--- config.mk ---
export PLATFORM = sky130hd
export DESIGN_NAME = can_frame_byte_deframer_core_flat
export DESIGN_NICKNAME = d
export VERILOG_FILES = /design/src/rtl/cfbd_pkg.sv /design/src/rtl/cfbd_stream_if.sv /design/src/rtl/cfbd_gather.sv /design/src/rtl/cfbd_decode.sv /design/src/rtl/can_frame_byte_deframer_core.sv /design/src/flat_wrapper.sv
export SDC_FILE = /design/constraint.sdc
export NUM_CORES = 1
export LEC_CHECK = 0
export BUFFER_PORTS_ARGS = -buffer_cell sky130_fd_sc_hd__buf_2
export CORE_MARGIN = 2
export CORE_UTILIZATION = 50
export DETAILED_ROUTE_END_ITERATION = 10
export PLACE_DENSITY = 0.75
export SYNTH_ARGS = -nofsm -noshare
export SYNTH_HDL_FRONTEND = slang
export SYNTH_SLANG_ARGS = --single-unit
--- constraint.sdc ---
create_clock -name clock -period 6.25 [get_ports clock]
set_input_delay 0.9375 -clock clock [delete_from_list [all_inputs] [get_ports clock]]
set_output_delay 0.9375 -clock clock [all_outputs]
set_load 0.03 [all_outputs]
--- src/rtl/cfbd_pkg.sv ---
// shared types and constants for the can frame byte deframer
package cfbd_pkg;

   localparam int RecBytes  = 16;
   localparam int MaxLen    = 8;
   localparam int IdBits    = 29;
   localparam int LenBits   = 4;
   localparam int PayBits   = MaxLen * 8;
   localparam int CountBits = $clog2(RecBytes);
   localparam int ErrBitPos = 29;
   localparam int EffBitPos = 31;

   // byte offsets inside one record
   localparam int LenByte  = 4;
   localparam int DataByte = 8;

   localparam logic [CountBits-1:0] LastPos = CountBits'(RecBytes - 1);
   localparam logic [7:0]           MaxLenByte = 8'(MaxLen);

   typedef logic [RecBytes-1:0][7:0] record_type;

   // gathered record handed to the decoder
   typedef struct packed {
      logic       fire;
      record_type record;
   } gather_out_type;

   // gatherer status seen by the top level
   typedef struct packed {
      logic                 fault;
      logic [CountBits-1:0] count;
   } gather_status_type;

   function automatic logic [31:0] id_word(input record_type rec);
      id_word = {rec[3], rec[2], rec[1], rec[0]};
   endfunction

endpackage

--- src/rtl/cfbd_stream_if.sv ---
// request and response channel interfaces
interface cfbd_req_if;
   logic       valid;
   logic       ready;
   logic [7:0] data_byte;

   modport source (output valid, output data_byte, input ready);
   modport sink (input valid, input data_byte, output ready);
endinterface

interface cfbd_rsp_if;
   logic                                valid;
   logic                                ready;
   logic [cfbd_pkg::IdBits-1:0]         frame_id;
   logic                                is_extended;
   logic [cfbd_pkg::LenBits-1:0]        data_length;
   logic [cfbd_pkg::PayBits-1:0]        payload;
   logic                                frame_status;

   modport source (output valid, output frame_id, output is_extended, output data_length,
                   output payload, output frame_status, input ready);
   modport sink (input valid, input frame_id, input is_extended, input data_length,
                 input payload, input frame_status, output ready);
endinterface

--- src/rtl/cfbd_gather.sv ---
// byte gatherer: position counter, record store and sticky fault
module cfbd_gather (
   input  logic                        clock,
   input  logic                        reset,
   input  logic                        req_valid,
   input  logic [7:0]                  req_data_byte,
   output logic                        req_ready,
   input  logic                        out_free,
   output cfbd_pkg::gather_out_type    gather_out,
   output cfbd_pkg::gather_status_type status
);
   import cfbd_pkg::*;

   logic [CountBits-1:0] count_ff, count_in;
   logic                 fault_ff, fault_in;
   logic [7:0]           store_ff [0:RecBytes-2];
   logic                 accept;
   logic                 take;
   logic                 at_last;
   record_type           rec_view;

   assign at_last   = (count_ff == LastPos);
   // only the closing byte of a record needs room in the result register
   assign req_ready = fault_ff || !at_last || out_free;
   assign accept    = req_valid && req_ready;
   assign take      = accept && !fault_ff;

   always_comb begin
      for (int i = 0; i < RecBytes - 1; i++) begin
         rec_view[i] = store_ff[i];
      end
      rec_view[RecBytes-1] = req_data_byte;
   end

   always_comb begin
      count_in = count_ff;
      fault_in = fault_ff;
      if (take) begin
         count_in = count_ff + CountBits'(1);
         if (at_last && rec_view[3][ErrBitPos-24]) begin
            fault_in = 1'b1;
         end
      end
   end

   always_ff @(posedge clock) begin
      if (reset) begin
         count_ff <= '0;
         fault_ff <= 1'b0;
      end else begin
         count_ff <= count_in;
         fault_ff <= fault_in;
      end
   end

   always_ff @(posedge clock) begin
      if (take && !at_last) begin
         store_ff[count_ff] <= req_data_byte;
      end
   end

   assign gather_out.fire   = take && at_last;
   assign gather_out.record = rec_view;
   assign status.fault      = fault_ff;
   assign status.count      = count_ff;

endmodule

--- src/rtl/cfbd_decode.sv ---
// record decoder and result register
module cfbd_decode (
   input  logic                         clock,
   input  logic                         reset,
   input  cfbd_pkg::gather_out_type     gather_out,
   output logic                         out_free,
   output logic                         rsp_valid,
   input  logic                         rsp_ready,
   output logic [cfbd_pkg::IdBits-1:0]  rsp_frame_id,
   output logic                         rsp_is_extended,
   output logic [cfbd_pkg::LenBits-1:0] rsp_data_length,
   output logic [cfbd_pkg::PayBits-1:0] rsp_payload,
   output logic                         rsp_frame_status
);
   import cfbd_pkg::*;

   logic               valid_ff, valid_in;
   logic [IdBits-1:0]  id_ff, id_in;
   logic               ext_ff, ext_in;
   logic [LenBits-1:0] len_ff, len_in;
   logic [PayBits-1:0] pay_ff, pay_in;
   logic               status_ff, status_in;
   logic [31:0]        word;
   logic [LenBits-1:0] len_clamped;

   assign word        = id_word(gather_out.record);
   assign len_clamped = (gather_out.record[LenByte] > MaxLenByte) ?
                        LenBits'(MaxLen) : gather_out.record[LenByte][LenBits-1:0];

   always_comb begin
      id_in     = word[IdBits-1:0];
      ext_in    = word[EffBitPos];
      len_in    = len_clamped;
      status_in = 1'b0;
      for (int i = 0; i < MaxLen; i++) begin
         pay_in[i*8 +: 8] = (LenBits'(i) < len_clamped) ? gather_out.record[DataByte+i] : 8'h00;
      end
      // malformed record reports status only
      if (word[ErrBitPos]) begin
         id_in     = '0;
         ext_in    = 1'b0;
         len_in    = '0;
         pay_in    = '0;
         status_in = 1'b1;
      end
   end

   assign out_free = !valid_ff || rsp_ready;

   always_comb begin
      valid_in = valid_ff;
      if (gather_out.fire) begin
         valid_in = 1'b1;
      end else if (rsp_ready) begin
         valid_in = 1'b0;
      end
   end

   always_ff @(posedge clock) begin
      if (reset) begin
         valid_ff <= 1'b0;
      end else begin
         valid_ff <= valid_in;
      end
   end

   always_ff @(posedge clock) begin
      if (gather_out.fire) begin
         id_ff     <= id_in;
         ext_ff    <= ext_in;
         len_ff    <= len_in;
         pay_ff    <= pay_in;
         status_ff <= status_in;
      end
   end

   assign rsp_valid        = valid_ff;
   assign rsp_frame_id     = id_ff;
   assign rsp_is_extended  = ext_ff;
   assign rsp_data_length  = len_ff;
   assign rsp_payload      = pay_ff;
   assign rsp_frame_status = status_ff;

endmodule

--- src/rtl/can_frame_byte_deframer_core.sv ---
// a decoded frame is registered and appears in the cycle after the request carrying its 16th byte
// throughput: one byte request per cycle; the closing byte of a record waits only
//   while the single result register still holds an untaken frame
// reset: synchronous, clears the byte position, the fault flag and the result valid
// after a malformed frame every later request is taken and dropped until reset
module can_frame_byte_deframer_core (
   input logic          clock,
   input logic          reset,
   cfbd_req_if.sink     req_chan,
   cfbd_rsp_if.source   rsp_chan
);
   import cfbd_pkg::*;

   gather_out_type    gather_out;
   gather_status_type status;
   logic              out_free;

   cfbd_gather u_gather (
      .clock         (clock),
      .reset         (reset),
      .req_valid     (req_chan.valid),
      .req_data_byte (req_chan.data_byte),
      .req_ready     (req_chan.ready),
      .out_free      (out_free),
      .gather_out    (gather_out),
      .status        (status)
   );

   cfbd_decode u_decode (
      .clock            (clock),
      .reset            (reset),
      .gather_out       (gather_out),
      .out_free         (out_free),
      .rsp_valid        (rsp_chan.valid),
      .rsp_ready        (rsp_chan.ready),
      .rsp_frame_id     (rsp_chan.frame_id),
      .rsp_is_extended  (rsp_chan.is_extended),
      .rsp_data_length  (rsp_chan.data_length),
      .rsp_payload      (rsp_chan.payload),
      .rsp_frame_status (rsp_chan.frame_status)
   );

`ifndef SYNTHESIS
   // fault is sticky until reset
   assert property (@(posedge clock) disable iff (reset) status.fault |=> status.fault)
      else $error("fault flag dropped without reset");

   // a malformed frame always leaves the block faulted
   assert property (@(posedge clock) disable iff (reset)
      rsp_chan.valid && rsp_chan.frame_status |-> status.fault)
      else $error("malformed frame without fault");

   // malformed status carries no frame contents
   assert property (@(posedge clock) disable iff (reset)
      rsp_chan.valid && rsp_chan.frame_status |->
      rsp_chan.frame_id == '0 && rsp_chan.payload == '0 && rsp_chan.data_length == '0)
      else $error("malformed frame with nonzero fields");

   // once faulted, no new frame may be loaded
   assert property (@(posedge clock) disable iff (reset)
      status.fault && !rsp_chan.valid |=> !rsp_chan.valid)
      else $error("frame produced while faulted");

   // a frame is only produced at the closing byte position
   assert property (@(posedge clock) disable iff (reset)
      gather_out.fire |-> status.count == LastPos && out_free)
      else $error("frame fired at wrong position");
`endif

endmodule

--- src/flat_wrapper.sv ---
// flat-port wrapper written by rule: the top's interface ports become plain ports
module can_frame_byte_deframer_core_flat import cfbd_pkg::*;
  (clock, reset, req_chan_valid, req_chan_data_byte, req_chan_ready, rsp_chan_valid, rsp_chan_frame_id, rsp_chan_is_extended, rsp_chan_data_length, rsp_chan_payload, rsp_chan_frame_status, rsp_chan_ready);
  cfbd_req_if req_chan_i ();
  cfbd_rsp_if rsp_chan_i ();
  input logic clock;
  input logic reset;
  input wire logic [$bits(req_chan_i.valid)-1:0] req_chan_valid;
  input wire logic [$bits(req_chan_i.data_byte)-1:0] req_chan_data_byte;
  output wire logic [$bits(req_chan_i.ready)-1:0] req_chan_ready;
  output wire logic [$bits(rsp_chan_i.valid)-1:0] rsp_chan_valid;
  output wire logic [$bits(rsp_chan_i.frame_id)-1:0] rsp_chan_frame_id;
  output wire logic [$bits(rsp_chan_i.is_extended)-1:0] rsp_chan_is_extended;
  output wire logic [$bits(rsp_chan_i.data_length)-1:0] rsp_chan_data_length;
  output wire logic [$bits(rsp_chan_i.payload)-1:0] rsp_chan_payload;
  output wire logic [$bits(rsp_chan_i.frame_status)-1:0] rsp_chan_frame_status;
  input wire logic [$bits(rsp_chan_i.ready)-1:0] rsp_chan_ready;
  assign req_chan_i.valid = req_chan_valid;
  assign req_chan_i.data_byte = req_chan_data_byte;
  assign req_chan_ready = req_chan_i.ready;
  assign rsp_chan_valid = rsp_chan_i.valid;
  assign rsp_chan_frame_id = rsp_chan_i.frame_id;
  assign rsp_chan_is_extended = rsp_chan_i.is_extended;
  assign rsp_chan_data_length = rsp_chan_i.data_length;
  assign rsp_chan_payload = rsp_chan_i.payload;
  assign rsp_chan_frame_status = rsp_chan_i.frame_status;
  assign rsp_chan_i.ready = rsp_chan_ready;
  can_frame_byte_deframer_core u_core (.clock(clock), .reset(reset), .req_chan(req_chan_i), .rsp_chan(rsp_chan_i));
endmodule
Yosys cells after proc, flatten, opt, wreduce, memory -nomap -nowiden
Memories as Yosys holds them, arrays and structs flattened. A register that Yosys moved wholly into a read port is not among the register bits.
Cells that the tools add are included.
Widths: inputs -> output; s select.
- add/subtract/negate cells: 1
- $lt $le $gt $ge: 9
- equal/unequal tests: 1
- multiplexer cells: 6
- bitwise logic cells: 8
- reduce and logical (&&, ||, !) cells: 21
- operators by type and width (kind ; count):
    $lt 3x4->1 const A ; 4
    $reduce_or 2->1 ; 8
    $gt 8x4->1 const B ; 1
    $lt 1x4->1 const A ; 2
    $lt 2x4->1 const A ; 2
    $not 1->1 ; 8
    $logic_and 1x1->1 ; 5
    $mux 1 ; 5
    $add 4x1->4 const B ; 1
    $eq 4x4->1 const B ; 1
    $mux 4 ; 1
    $logic_not 1->1 ; 3
    $logic_or 1x1->1 ; 3
    $reduce_and 2->1 ; 1
    $reduce_bool 2->1 ; 1
- bits in registers: 49
- memory bits (writable): 120
- output and inout bits: 101
- logic and storage cells: 55
- memories kept: 1
- memories (name ; words ; bits a word ; read ports ; clocked after memory_dff ; write ports ; RTL line ; RTL):
    u_core.u_gather.store_ff ; 15 ; 8 ; 12 ; 10 ; 1 ; cfbd_gather.sv:16 ; logic [7:0] store_ff [0:RecBytes-2];

Depth between registers and ports, before layout
- word-level depth: 9
- gate-level depth with buffers: 5

Cells and area by module
From an unflattened synthesis, not the netlist that was laid out.
- cell total of the unflattened synthesis: 490
- area total of the unflattened synthesis: 8350.5 µm²
- by module, submodules not included (module ; times used ; cells an instance ; area each (µm²) ; sequential area each (µm²)):
    cfbd_decode ; 1 ; 299 ; 4201.5 ; 2992.9
    cfbd_gather ; 1 ; 191 ; 4149.0 ; 3703.6

Worst setup path after synthesis
No wires, ideal clock.
- path kind: input-to-reg
- start point: input port req_chan_valid
- end point: register u_core.u_decode.id_ff[0], in the netlist rsp_chan_frame_id[0], read port of u_core.u_gather.store_ff, enable pin
- setup time: 0.557 ns
- data arrival time: 5.468 ns
- required time: 5.693 ns
- slack: 0.225 ns
- stages: 3
- cells stage by stage: nor2b_1 -> nand2_1 -> nor2_1
- RTL lines (what ; RTL line ; RTL):
    start, declared ; flat_wrapper.sv:8 ; input wire logic [$bits(req_chan_i.valid)-1:0] req_chan_valid;
    end, declared ; cfbd_decode.sv:18 ; logic [IdBits-1:0] id_ff, id_in;

==> impl_metrics.tcl <==
set metrics [dict create \
    outcome "finished clean" \
    power.share.clock_pct 39.6 \
    grt_pass1_vias 3399 \
    finalCriticalPeriod_ns 3.04 \
    yosys_most_used_dff "edfxtp_1" \
    dp_slack_ns 2.77 \
    synth_cells 378 \
    postSynthAreaPerCell_um2 18.9 \
    synth_cell_types 38 \
    cp_top_family "simple AND/OR/NAND/NOR gates" \
    fin_util_pct 60.8 \
    worst_slew_pin_slew_ns 1.15 \
    n_fill_cell 1016 \
    synth_edf_count 194 \
    hold_class "reg2reg" \
    layout-drive-gt1-share_pct 29.9 \
    synth_nets 394 \
    grt_usage_pct 17.6 \
    worst-setup-path-type "in2reg" \
    seqPwrFrac_pct 57.3 \
    slew_violations 0 \
    dpl.cell_count 663 \
    cts_resized 0 \
    row_count 43 \
    critPathBufInv 2 \
    fp.dieH_um 123 \
    grt_setup_unrepaired "no" \
    synth_top_area_share_pct 81.7 \
    syn_area_um2 7130 \
    cts_tree "done" \
    cp-end-kind "flip-flop" \
    port_buffers 112 \
    cp.required_ns 6.32 \
    fmax_mhz 329 \
    core_region_area_um2 13900 \
    placed_area_um2 7880 \
    leakage_nw 2.92 \
    yosys-top-cells-area "edfxtp_1 82%, and2_1 5.7%, nor2b_1 2.7%, dfxtp_1 1.7%, nor3b_1 1.3%" \
    ys_seq_elements 200 \
    drtIter0Drc 372 \
    postRouteAntennaNets 0 \
    via_per_inst 5.16 \
    power_density_nw_per_um2 310 \
    p_sw_uw 545 \
    dp_hpwl_mm 8.08 \
    hold_violations 0 \
    nNetsFinal 518 \
    postLayoutCellArea_um2 8450 \
    yosysWarnings 0 \
    area_growth_pct 18.5 \
    clock_path_buffers 2 \
    fp.dieArea_um2 15200 \
    max-vdd-ir-drop_mv 0.185 \
    grt_first_pass_wirelength_mm 19.1 \
    combPwrFrac_pct 3.0 \
    synthArstFlopShare_pct 0 \
    num_vias 3584 \
    stdcell_count 695 \
    path_max_fanout 39 \
    routedWlPerCell_um 18.3 \
    setup-violations-final 0 \
    cp-start-kind "input pin" \
    crit_arrival_ns 3.11 \
    slowest_stage "nor2_4" \
    wl_mm 12.7 \
    totalPowerFinal_mw 2.62 \
    max_stage_delay_ns 0.91 \
    seq_area_frac_synth_pct 83.4 \
    timing.final.ws_setup_ns 3.21 \
    sw_frac_of_total_pct 20.8 \
    holdWs_ns 0.519 \
    final_common_cell "edfxtp_1" \
    most-common-layout-cells "194 x edfxtp_1, 112 x buf_2, 65 x and2_1" \
    setup_tns_ns 0 \
    drt_drc_violations_left 0 \
    antenna_cells 0 \
    cts_sinks 200 \
    cts_buffers 17 \
    cts_setup_buffers 0 \
    holdBufCountCts 0 \
    maxCapViolCount 0 \
    start_util_pct 51.3 \
    path_cells "buf_2, nor2b_1, nand2_1, nor2_4, buf_4" \
    period_share_pct 48.7 \
    die_w_um 123 \
    gp_congestion 0.811 \
    grt_overflow 0 \
    grt_max_degree 40 \
    path_clk_slew_ns 0.07 \
    maxSlewHeadroom_pct 23.0 \
    p_int_mw 2.07 \
    skew_ns 0.00867 \
    insertion_delay_ns 0.43 \
    antenna_found_initial 0 \
    htree_levels 4 \
    synth_top_area_cell "edfxtp_1" \
    cts-root-buf "clkbuf_16" \
    ios 113 \
    drt_pre_antenna_iters 4 \
]
==> cell type report <==
| class | count | area, um^2 | share of cell area [%] |
|---|---|---|---|
| Inverter | 3 | 11.3 | 0.133 |
| Sequential cell | 200 | 5950 | 70.4 |
| Multi-Input combinational cell | 165 | 1110 | 13.2 |
| Clock inverter | 15 | 141 | 1.67 |
| Tap cell | 180 | 225 | 2.67 |
| Timing Repair Buffer | 115 | 583 | 6.90 |
| Clock buffer | 17 | 425 | 5.04 |
==> final timing paths <==
path	to	from	depth (start not counted)	slack (ns)
setup / recovery	u_core.u_decode.rsp_payload[12]	req_chan_valid	5	3.21
hold / removal	u_core.u_decode.rsp_payload[7]	u_core.u_gather.store_ff[8][7]	1	0.52
setup reg to reg	u_core.u_decode.rsp_payload[12]	u_core.u_gather.count_ff[0]	4	3.41
hold reg to reg	u_core.u_decode.rsp_payload[7]	u_core.u_gather.store_ff[8][7]	1	0.52
==> power by group through the flow <==
stage          Combinational (mW)  Clock (mW)  Sequential, mW
2_1_floorplan              0.0481           0            1.52
6_report                   0.0790        1.04            1.50
5_1_grt                    0.0878        1.10            1.50
3_5_place_dp               0.0787           0            1.53
3_3_place_gp               0.0753           0            1.53
4_1_cts                    0.0792        1.05            1.50
==> state kept, by name, summed over array words and instances (netlist names) <==
| signal | flops |
|---|---|
| u_core.u_decode.rsp_valid | 1 |
| rsp_chan_is_extended | 1 |
| u_core.u_gather.count_ff | 4 |
| u_core.u_decode.rsp_frame_status | 1 |
| u_core.u_decode.rsp_payload | 64 |
| u_core.u_gather.store_ff | 95 |
| u_core.u_gather.fault_ff | 1 |
| u_core.u_decode.rsp_data_length | 4 |
| rsp_chan_frame_id | 29 |
==> metal layers <==
metal	vias up	wire, um	GRT usage [%]
li1	1661	-	-
met1	1777	5360	24.7
met2	126	6310	26.8
met3	20	883	4.43
met4	0	166	6.61
met5	-	0	0
==> kinds of logic after synthesis <==
group | count (synthesis) | synth area share, %
buf+inv | 13 | 1.05
mux | 1 | 0.140
flops | 200 | 83.4
fa+ha+maj | 4 | 0.702
compound gates | 16 | 1.51
simple gates | 144 | 13.2
==> Yosys cell counts, drive strengths merged, types with 4 or more instances <==
master  count
nor3b      13
edfxtp    194
a31oi       6
ha          4
buf         4
nor2        5
dfxtp       6
and2       67
nor3        5
a21oi       4
nand2       5
nor2b      31
clkbuf      6
(Power assumes the default switching activity.)
